[src/rtl/wios_pkg.sv]
`timescale 1ns / 1ps
`default_nettype none
// ----------------------------------------------------------------------------
// wios_pkg: shared types and constants
// constants and the cordic arctangent table for the odometry step
// ----------------------------------------------------------------------------
package wios_pkg;
    localparam int unsigned PiQ13      = 25736;
    localparam int unsigned HalfPiQ13  = 12868;
    localparam int unsigned TwoPiQ13   = 51472;
    localparam int unsigned CordicN    = 16;
    localparam logic [31:0] CordicGain = 32'd652032874;
    localparam logic [15:0] StaleReset = 16'd1000;
    localparam logic [19:0] UsPerS     = 20'd1000000;

    typedef enum logic [2:0] {
        ST_IDLE,
        ST_PREP,
        ST_CORDIC,
        ST_MUL,
        ST_DIV,
        ST_DONE
    } state_t;

    function automatic logic [17:0] atan_q16(input logic [3:0] i);
        logic [17:0] r;
        unique case (i)
            4'd0:  r = 18'd51472;
            4'd1:  r = 18'd30386;
            4'd2:  r = 18'd16055;
            4'd3:  r = 18'd8150;
            4'd4:  r = 18'd4091;
            4'd5:  r = 18'd2047;
            4'd6:  r = 18'd1024;
            4'd7:  r = 18'd512;
            4'd8:  r = 18'd256;
            4'd9:  r = 18'd128;
            4'd10: r = 18'd64;
            4'd11: r = 18'd32;
            4'd12: r = 18'd16;
            4'd13: r = 18'd8;
            4'd14: r = 18'd4;
            default: r = 18'd2;
        endcase
        return r;
    endfunction
endpackage
`default_nettype wire

[src/rtl/wheel_imu_odometry_step.sv]
`timescale 1ns / 1ps
`default_nettype none
// ----------------------------------------------------------------------------
// wheel_imu_odometry_step: differential drive odometry with imu heading
// integrates wheel travel along the imu heading, reports pose and speed
// ----------------------------------------------------------------------------
// One item is taken at a time. When the averaged wheel delta and the elapsed
// time are both zero the result goes straight out; when only the elapsed time
// is nonzero only the divider runs; when the average is nonzero the cordic and
// the multiplier run, then the divider if the elapsed time is nonzero: a
// 16-step cordic, a 34-step bit-serial multiplier used twice (x then y) and a
// 54-step restoring divider for speed run one after the other. The result
// waits in an output register; the next item is taken once the finished
// result has moved into that register, so a stalled receiver holds the block
// in its last step.
module wheel_imu_odometry_step (
    input  wire logic         aclk,
    input  wire logic         aresetn,
    // stale limit register, milliseconds
    input  wire logic         cfg_wr_en,
    input  wire logic [15:0]  cfg_wr_data,
    // input item
    input  wire logic         s_tvalid,
    output logic              s_tready,
    // tdata: left_distance[31:0], right_distance[63:32], imu_hdg[79:64],
    //        imu_yaw_rate[95:80], imu_time_ms[127:96], elapsed_us[151:128]
    input  wire logic [151:0] s_tdata,
    // result item
    output logic              m_tvalid,
    input  wire logic         m_tready,
    // tdata: pos_x[31:0], pos_y[63:32], heading[79:64], speed[111:80],
    //        yaw_rate[127:112], imu_stale[128], zero pad [135:129]
    output logic [135:0]      m_tdata
);
    wios_pkg::state_t state_reg, state_next;

    logic [15:0] stale_limit_reg;
    logic signed [31:0] x_reg, y_reg, prev_l_reg, prev_r_reg;
    logic signed [15:0] head_reg;
    logic [31:0] prev_t_reg;

    // latched item
    logic signed [33:0] avg_reg;
    logic signed [15:0] imu_h_reg, yaw_reg;
    logic [23:0] dt_reg;
    logic        stale_reg;
    logic        neg_trig_reg;
    logic        mul_y_reg;
    logic signed [31:0] speed_reg;
    logic        out_valid_reg;
    logic [135:0] out_reg;

    logic signed [32:0] dl, dr;
    logic signed [33:0] dsum;
    logic [32:0] t_lim;

    assign dl    = 33'(signed'(s_tdata[31:0])) - 33'(prev_l_reg);
    assign dr    = 33'(signed'(s_tdata[63:32])) - 33'(prev_r_reg);
    assign dsum  = 34'(dl) + 34'(dr);
    assign t_lim = {1'b0, prev_t_reg} + {17'd0, stale_limit_reg};

    // angle reduction: phi = 2h - H into [-pi, pi), then fold to +-pi/2
    logic signed [19:0] phi, r1, r2;
    logic signed [19:0] pi_s, tpi_s, hpi_s;
    assign pi_s  = 20'(wios_pkg::PiQ13);
    assign tpi_s = 20'(wios_pkg::TwoPiQ13);
    assign hpi_s = 20'(wios_pkg::HalfPiQ13);
    assign phi = 20'(head_reg) * 20'sd2 - 20'(imu_h_reg);
    // phi within +-3*2^15, so up to two corrections
    always_comb begin
        r1 = phi;
        if (r1 >= pi_s) r1 = r1 - tpi_s;
        else if (r1 < -pi_s) r1 = r1 + tpi_s;
        if (r1 >= pi_s) r1 = r1 - tpi_s;
        else if (r1 < -pi_s) r1 = r1 + tpi_s;
        r2 = r1;
        if (r1 > hpi_s) r2 = r1 - pi_s;
        else if (r1 < -hpi_s) r2 = r1 + pi_s;
    end

    // folded angle in q3.16, taken by the cordic at its start
    logic signed [19:0] ang_v;
    assign ang_v = r2 * 20'sd8;

    // shared units
    logic cor_start, cor_done;
    logic signed [33:0] cos_v, sin_v;
    wios_cordic u_cordic (
        .aclk(aclk), .aresetn(aresetn), .start(cor_start), .angle(ang_v),
        .done(cor_done), .cos_out(cos_v), .sin_out(sin_v)
    );

    // cos for the first product (started from the cordic step), sin for the second
    logic mul_start, mul_done;
    logic signed [33:0] trig_sel;
    logic signed [67:0] prod;
    assign trig_sel = (state_reg == wios_pkg::ST_MUL)
                    ? (neg_trig_reg ? 34'(-sin_v) : sin_v)
                    : (neg_trig_reg ? 34'(-cos_v) : cos_v);
    wios_serial_mul u_mul (
        .aclk(aclk), .aresetn(aresetn), .start(mul_start), .mcand(avg_reg),
        .mplier(trig_sel), .done(mul_done), .product(prod)
    );

    logic div_start, div_done;
    logic [53:0] div_num, quot;
    logic [33:0] avg_abs;
    assign avg_abs = avg_reg[33] ? 34'(-avg_reg) : 34'(avg_reg);
    assign div_num = 54'(avg_abs) * 54'(wios_pkg::UsPerS);
    wios_serial_div u_div (
        .aclk(aclk), .aresetn(aresetn), .start(div_start), .dividend(div_num),
        .divisor(dt_reg), .done(div_done), .quotient(quot)
    );

    // rounded product and saturating add
    logic signed [37:0] rnd;
    logic signed [37:0] acc_sum;
    logic signed [31:0] acc_sat;
    assign rnd = 38'((prod + 68'sd536870912) >>> 30);
    assign acc_sum = 38'(mul_y_reg ? y_reg : x_reg) + rnd;
    always_comb begin
        if (acc_sum > 38'sd2147483647) acc_sat = 32'h7fffffff;
        else if (acc_sum < -38'sd2147483648) acc_sat = 32'h80000000;
        else acc_sat = acc_sum[31:0];
    end

    // signed saturated speed
    logic signed [31:0] spd_sat;
    always_comb begin
        if (!avg_reg[33]) begin
            spd_sat = (quot > 54'd2147483647) ? 32'h7fffffff : quot[31:0];
        end else begin
            spd_sat = (quot > 54'd2147483648) ? 32'h80000000 : 32'(-quot);
        end
    end

    logic take, out_free;
    assign out_free = !out_valid_reg || m_tready;
    assign s_tready = (state_reg == wios_pkg::ST_IDLE);
    assign take     = s_tvalid && s_tready;

    // control
    always_comb begin
        state_next = state_reg;
        cor_start  = 1'b0;
        mul_start  = 1'b0;
        div_start  = 1'b0;
        unique case (state_reg)
            wios_pkg::ST_IDLE: if (take) state_next = wios_pkg::ST_PREP;
            wios_pkg::ST_PREP: begin
                if (avg_reg != 34'sd0) begin
                    cor_start  = 1'b1;
                    state_next = wios_pkg::ST_CORDIC;
                end else if (dt_reg != 24'd0) begin
                    div_start  = 1'b1;
                    state_next = wios_pkg::ST_DIV;
                end else begin
                    state_next = wios_pkg::ST_DONE;
                end
            end
            wios_pkg::ST_CORDIC: if (cor_done) begin
                mul_start  = 1'b1;
                state_next = wios_pkg::ST_MUL;
            end
            wios_pkg::ST_MUL: if (mul_done) begin
                if (!mul_y_reg) mul_start = 1'b1;
                else if (dt_reg != 24'd0) begin
                    div_start  = 1'b1;
                    state_next = wios_pkg::ST_DIV;
                end else state_next = wios_pkg::ST_DONE;
            end
            wios_pkg::ST_DIV: if (div_done) state_next = wios_pkg::ST_DONE;
            wios_pkg::ST_DONE: if (out_free) state_next = wios_pkg::ST_IDLE;
            default: state_next = wios_pkg::ST_IDLE;
        endcase
    end

    always_ff @(posedge aclk) begin
        if (!aresetn) begin
            state_reg       <= wios_pkg::ST_IDLE;
            stale_limit_reg <= wios_pkg::StaleReset;
            x_reg           <= '0;
            y_reg           <= '0;
            head_reg        <= '0;
            prev_l_reg      <= '0;
            prev_r_reg      <= '0;
            prev_t_reg      <= '0;
            out_valid_reg   <= 1'b0;
            mul_y_reg       <= 1'b0;
        end else begin
            state_reg <= state_next;
            if (cfg_wr_en) stale_limit_reg <= cfg_wr_data;
            if (take) begin
                // halve the wheel delta sum, rounding down
                avg_reg    <= dsum >>> 1;
                imu_h_reg  <= signed'(s_tdata[79:64]);
                yaw_reg    <= signed'(s_tdata[95:80]);
                dt_reg     <= s_tdata[151:128];
                stale_reg  <= (prev_t_reg != 32'd0) &&
                              ({1'b0, s_tdata[127:96]} > t_lim);
                prev_t_reg <= s_tdata[127:96];
                prev_l_reg <= signed'(s_tdata[31:0]);
                prev_r_reg <= signed'(s_tdata[63:32]);
                speed_reg  <= '0;
                mul_y_reg  <= 1'b0;
            end
            if (state_reg == wios_pkg::ST_PREP) begin
                neg_trig_reg <= (r1 > hpi_s) || (r1 < -hpi_s);
            end
            if (state_reg == wios_pkg::ST_MUL && mul_done) begin
                if (mul_y_reg) y_reg <= acc_sat;
                else begin
                    x_reg     <= acc_sat;
                    mul_y_reg <= 1'b1;
                end
            end
            if (state_reg == wios_pkg::ST_DIV && div_done) speed_reg <= spd_sat;
            if (state_reg == wios_pkg::ST_DONE && out_free) begin
                head_reg      <= imu_h_reg;
                out_valid_reg <= 1'b1;
                out_reg       <= {7'd0, stale_reg, yaw_reg, speed_reg, imu_h_reg,
                                  y_reg, x_reg};
            end else if (out_valid_reg && m_tready) begin
                out_valid_reg <= 1'b0;
            end
        end
    end

    assign m_tvalid = out_valid_reg;
    assign m_tdata  = out_reg;
endmodule
`default_nettype wire

[src/rtl/wios_cordic.sv]
`timescale 1ns / 1ps
`default_nettype none
// ----------------------------------------------------------------------------
// wios_cordic: rotation-mode cordic, one micro-rotation per cycle
// takes a reduced angle in q3.16 and returns cos and sin in q3.30
// ----------------------------------------------------------------------------
module wios_cordic (
    input  wire logic               aclk,
    input  wire logic               aresetn,
    input  wire logic               start,
    input  wire logic signed [19:0] angle,
    output logic                    done,
    output logic signed [33:0]      cos_out,
    output logic signed [33:0]      sin_out
);
    logic signed [33:0] x_reg, y_reg;
    logic signed [20:0] z_reg;
    logic [3:0]  i_reg;
    logic        busy_reg;
    logic        done_reg;
    logic signed [33:0] xs, ys;
    logic signed [20:0] a;

    assign xs = x_reg >>> i_reg;
    assign ys = y_reg >>> i_reg;
    assign a  = signed'({3'b000, wios_pkg::atan_q16(i_reg)});

    always_ff @(posedge aclk) begin
        if (!aresetn) begin
            busy_reg <= 1'b0;
            done_reg <= 1'b0;
            i_reg    <= '0;
        end else begin
            done_reg <= 1'b0;
            if (start) begin
                busy_reg <= 1'b1;
                i_reg    <= '0;
                x_reg    <= signed'({2'b00, wios_pkg::CordicGain});
                y_reg    <= '0;
                z_reg    <= {angle[19], angle};
            end else if (busy_reg) begin
                if (!z_reg[20]) begin
                    x_reg <= x_reg - ys;
                    y_reg <= y_reg + xs;
                    z_reg <= z_reg - a;
                end else begin
                    x_reg <= x_reg + ys;
                    y_reg <= y_reg - xs;
                    z_reg <= z_reg + a;
                end
                i_reg <= i_reg + 4'd1;
                if (i_reg == 4'(wios_pkg::CordicN - 1)) begin
                    busy_reg <= 1'b0;
                    done_reg <= 1'b1;
                end
            end
        end
    end

    assign done    = done_reg;
    assign cos_out = x_reg;
    assign sin_out = y_reg;
endmodule
`default_nettype wire

[src/rtl/wios_serial_mul.sv]
`timescale 1ns / 1ps
`default_nettype none
// ----------------------------------------------------------------------------
// wios_serial_mul: bit-serial signed multiplier
// shift-and-add over the multiplier bits, one bit per cycle
// ----------------------------------------------------------------------------
module wios_serial_mul (
    input  wire logic               aclk,
    input  wire logic               aresetn,
    input  wire logic               start,
    input  wire logic signed [33:0] mcand,
    input  wire logic signed [33:0] mplier,
    output logic                    done,
    output logic signed [67:0]      product
);
    logic [33:0] mag_b_reg;
    logic [67:0] acc_reg;
    logic [67:0] a_reg;
    logic        neg_reg;
    logic [5:0]  cnt_reg;
    logic        busy_reg;
    logic        done_reg;
    logic [33:0] abs_a, abs_b;

    assign abs_a = mcand[33] ? 34'(-mcand) : 34'(mcand);
    assign abs_b = mplier[33] ? 34'(-mplier) : 34'(mplier);

    always_ff @(posedge aclk) begin
        if (!aresetn) begin
            busy_reg <= 1'b0;
            done_reg <= 1'b0;
            cnt_reg  <= '0;
        end else begin
            done_reg <= 1'b0;
            if (start) begin
                busy_reg  <= 1'b1;
                cnt_reg   <= '0;
                acc_reg   <= '0;
                a_reg     <= {34'd0, abs_a};
                mag_b_reg <= abs_b;
                neg_reg   <= mcand[33] ^ mplier[33];
            end else if (busy_reg) begin
                if (mag_b_reg[0]) acc_reg <= acc_reg + a_reg;
                a_reg     <= a_reg << 1;
                mag_b_reg <= mag_b_reg >> 1;
                cnt_reg   <= cnt_reg + 6'd1;
                if (cnt_reg == 6'd33) begin
                    busy_reg <= 1'b0;
                    done_reg <= 1'b1;
                end
            end
        end
    end

    assign done    = done_reg;
    assign product = neg_reg ? signed'(68'(-acc_reg)) : signed'(acc_reg);
endmodule
`default_nettype wire

[src/rtl/wios_serial_div.sv]
`timescale 1ns / 1ps
`default_nettype none
// ----------------------------------------------------------------------------
// wios_serial_div: restoring divider, one quotient bit per cycle
// unsigned 54-bit dividend by 24-bit divisor, quotient truncated
// ----------------------------------------------------------------------------
module wios_serial_div (
    input  wire logic        aclk,
    input  wire logic        aresetn,
    input  wire logic        start,
    input  wire logic [53:0] dividend,
    input  wire logic [23:0] divisor,
    output logic             done,
    output logic [53:0]      quotient
);
    logic [53:0] q_reg;
    logic [24:0] r_reg;
    logic [23:0] d_reg;
    logic [5:0]  cnt_reg;
    logic        busy_reg;
    logic        done_reg;
    logic [24:0] r_sh;

    assign r_sh = {r_reg[23:0], q_reg[53]};

    always_ff @(posedge aclk) begin
        if (!aresetn) begin
            busy_reg <= 1'b0;
            done_reg <= 1'b0;
            cnt_reg  <= '0;
        end else begin
            done_reg <= 1'b0;
            if (start) begin
                busy_reg <= 1'b1;
                cnt_reg  <= '0;
                q_reg    <= dividend;
                r_reg    <= '0;
                d_reg    <= divisor;
            end else if (busy_reg) begin
                if (r_sh >= {1'b0, d_reg}) begin
                    r_reg <= r_sh - {1'b0, d_reg};
                    q_reg <= {q_reg[52:0], 1'b1};
                end else begin
                    r_reg <= r_sh;
                    q_reg <= {q_reg[52:0], 1'b0};
                end
                cnt_reg <= cnt_reg + 6'd1;
                if (cnt_reg == 6'd53) begin
                    busy_reg <= 1'b0;
                    done_reg <= 1'b1;
                end
            end
        end
    end

    assign done     = done_reg;
    assign quotient = q_reg;
endmodule
`default_nettype wire
[config.mk]
export PLATFORM = sky130hd
export DESIGN_NAME = wheel_imu_odometry_step
export DESIGN_NICKNAME = d
export VERILOG_FILES = /design/src/rtl/wios_pkg.sv /design/src/rtl/wheel_imu_odometry_step.sv /design/src/rtl/wios_cordic.sv /design/src/rtl/wios_serial_mul.sv /design/src/rtl/wios_serial_div.sv
export SDC_FILE = /design/constraint.sdc
export NUM_CORES = 2
export LEC_CHECK = 0
export BUFFER_PORTS_ARGS = -buffer_cell sky130_fd_sc_hd__buf_2
export CAP_MARGIN = 10
export CORE_MARGIN = 2
export CORE_UTILIZATION = 55
export CTS_BUF_LIST = sky130_fd_sc_hd__clkbuf_4
export DETAILED_ROUTE_END_ITERATION = 7
export PLACE_DENSITY_LB_ADDON = 0.12
export SLEW_MARGIN = 25
export SYNTH_ARGS = -nofsm -noshare
export SYNTH_HDL_FRONTEND = slang
export SYNTH_HIERARCHICAL = 1
export SYNTH_SLANG_ARGS = --single-unit
[constraint.sdc]
create_clock -name aclk -period 10.5 [get_ports aclk]
set_clock_uncertainty 0.05 [all_clocks]
set_input_delay 1.05 -clock aclk [delete_from_list [all_inputs] [get_ports aclk]]
set_output_delay 1.05 -clock aclk [all_outputs]
set_load 0.01 [all_outputs]
==> run_results.csv <==
group,metric,value,unit
timing,rsz0062_at_grt,"no",
die,core,126000,sq um
placement,gp_congestion,0.942,
worst_setup_path,worst_path_most_repeated_cell,"fa_1",
routing,vias_per_cell,5.92,
worst_setup_path,end_kind,"flop",
timing,period_needed,9.19,ns
grt,grt_use_total,27.7,%
grt,grt-ovfl-total,0,
timing,worstMarginPinSlew,1.07,ns
routing,drt_drc_violations_left,0,
yosys,yosys_warnings,6,
timing,setup_viol,0,
final_layout,area_growth,10.6,%
clock_network,clk_pin_slew_worst_paths,0.06,ns
worst_setup_path,required,11.42,ns
grt,grt_pass1_wl,295000,microns
clock_network,cts_setup_buffers,0,
hold_path,hold_path.class,"input port to flop",
final_layout,drive_above_1_share,13.4,%
grt,grt_pass1_vias,55500,
worst_setup_path,cp_slowest_cell,"xor2_1",
routing,dr.first_iter.drc_count,4213,
timing,timing.fmax,0.109,GHz
worst_setup_path,path_class,"flop to flop",
worst_setup_path,start_kind,"flop",
clock_network,cts_buffers,228,
grt,grt_max_degree,249,
clock_network,clkLatencyLatePin,1.23,ns
clock_network,htree_levels,4,
clock_network,cts_tree,"done",
worst_setup_path,path_max_fanout,13,
timing,setup_tns,0,ns
yosys,postSynthCellCount,7349,
worst_setup_path,worstPathArrival,10.11,ns
clock_network,numClockSinks,849,
die,start_util,55.6,%
clock_network,cts_hold_buf,163,
flow_run,maxCapViolCount,0,
clock_network,cts-root-buf,"clkbuf_4",
die,die_x,361,microns
routing,ant_nets,0,
final_layout,largest_reg_flops,129,
timing,finalHoldViolations,0,
clock_network,ctsLongestPathBuffers,3,
yosys,netlist_area,70000,sq um
worst_setup_path,cpPeakStageDelay,0.64,ns
timing,period_share,87.5,%
placement,port_buffers,303,
die,dieHeight,361,microns
yosys,avgSynthCellArea,9.53,sq um
die,row_count,130,
die,dieArea,130000,sq um
timing,max-slew-margin-rel,28.8,%
routing,wl,184000,microns
die,io-pin-count,311,
timing,slew_viol_final,0,
routing,dr_total_vias,57300,
clock_network,cts_repair_resize_count,0,
grt,antenna_found_initial,16,
routing,wire_per_inst,19.1,microns
placement,dp_hpwl,136000,microns
routing,drt_first_pass_iters,7,
final_layout,fin_nets,8710,
status,status,"finished clean",
-- worst max-delay path, delay by kind of cell (launching register included) --
| family | cells | cell delay, ns |
|---|---|---|
| buf+inv | 2 | 0.09 |
| fa+ha+maj | 7 | 2.99 |
| compound gates | 11 | 2.86 |
| mux | 1 | 0.26 |
| flops | 1 | 0.62 |
| xor+xnor | 2 | 0.73 |
| simple gates | 5 | 1.36 |
-- final timing paths --
kind                                     from                 end  slack (ns)  cells after the start
worst min register to register  speed_reg[23]        m_tdata[103]        0.33                      0
worst max register to register     avg_reg[0]  u_div/quotient[53]        1.31                     28
worst max-delay path               avg_reg[0]  u_div/quotient[53]        1.31                     28
worst min-delay path              s_tdata[46]      prev_r_reg[14]        0.12                      3
-- layout by cell type, fill, tap and decap left out, types with 55 or more instances in the layout --
cell,n
nand2_1,689
edfxtp_1,614
nor2_1,592
a21oi_1,519
ha_1,502
inv_1,410
o21ai_0,360
xnor2_1,353
clkbuf_4,325
buf_2,302
xor2_1,254
dfxtp_1,230
fa_1,218
dlygate4sd3_1,163
mux2_2,147
a21boi_0,147
a21o_1,132
nand3_1,130
nor2b_1,129
mux2i_1,116
nor3_1,104
or3_1,95
nand4_1,80
o31ai_1,78
nand2b_1,68
clkinv_1,65
and3_1,64
o21bai_1,57
a31oi_1,57
o21a_1,56
a211oi_1,55
buf_4,55
-- per-stage QoR --
stage / hold slack [ns] / std cells / worst slack (ns) / area [sq um] / util [%]
after floorplan: 0.350 / 7371 / 1.91 / 70100 / -
after global placement: 0.351 / 9074 / 1.41 / 72800 / 57.7
after detailed placement: 0.355 / 9074 / 1.25 / 72800 / 57.8
after CTS: 0.0000324 / 9656 / 1.29 / 77400 / 61.4
after global routing: 0.00861 / 9675 / 0.643 / 77400 / 61.4
final: 0.116 / 9675 / 1.31 / 77400 / 61.4
-- area by class of cell --
class / count / area (sq um)
inverter: 412 / 1550
timing repair buffer: 523 / 3600
multi-input combinational: 5803 / 44100
antenna: 19 / 47.5
tap: 1650 / 2060
sequential: 849 / 23200
clock buffer: 325 / 2440
clock inverter: 94 / 472
fill: 10700 / 48600
-- metal layers --
| metal | track usage [%] | up-vias | part of all wire [%] |
|---|---|---|---|
| met5 | 0 | - | 0 |
| met4 | 8.52 | 0 | 2.7 |
| met3 | 4.32 | 335 | 5.4 |
| met2 | 46.1 | 1645 | 47 |
| met1 | 37.1 | 27500 | 45 |
| li1 | - | 27800 | - |
Power is left out: the tool's default activity adds up to more than one toggle a clock period on the data nets, which glitch-free logic cannot reach.
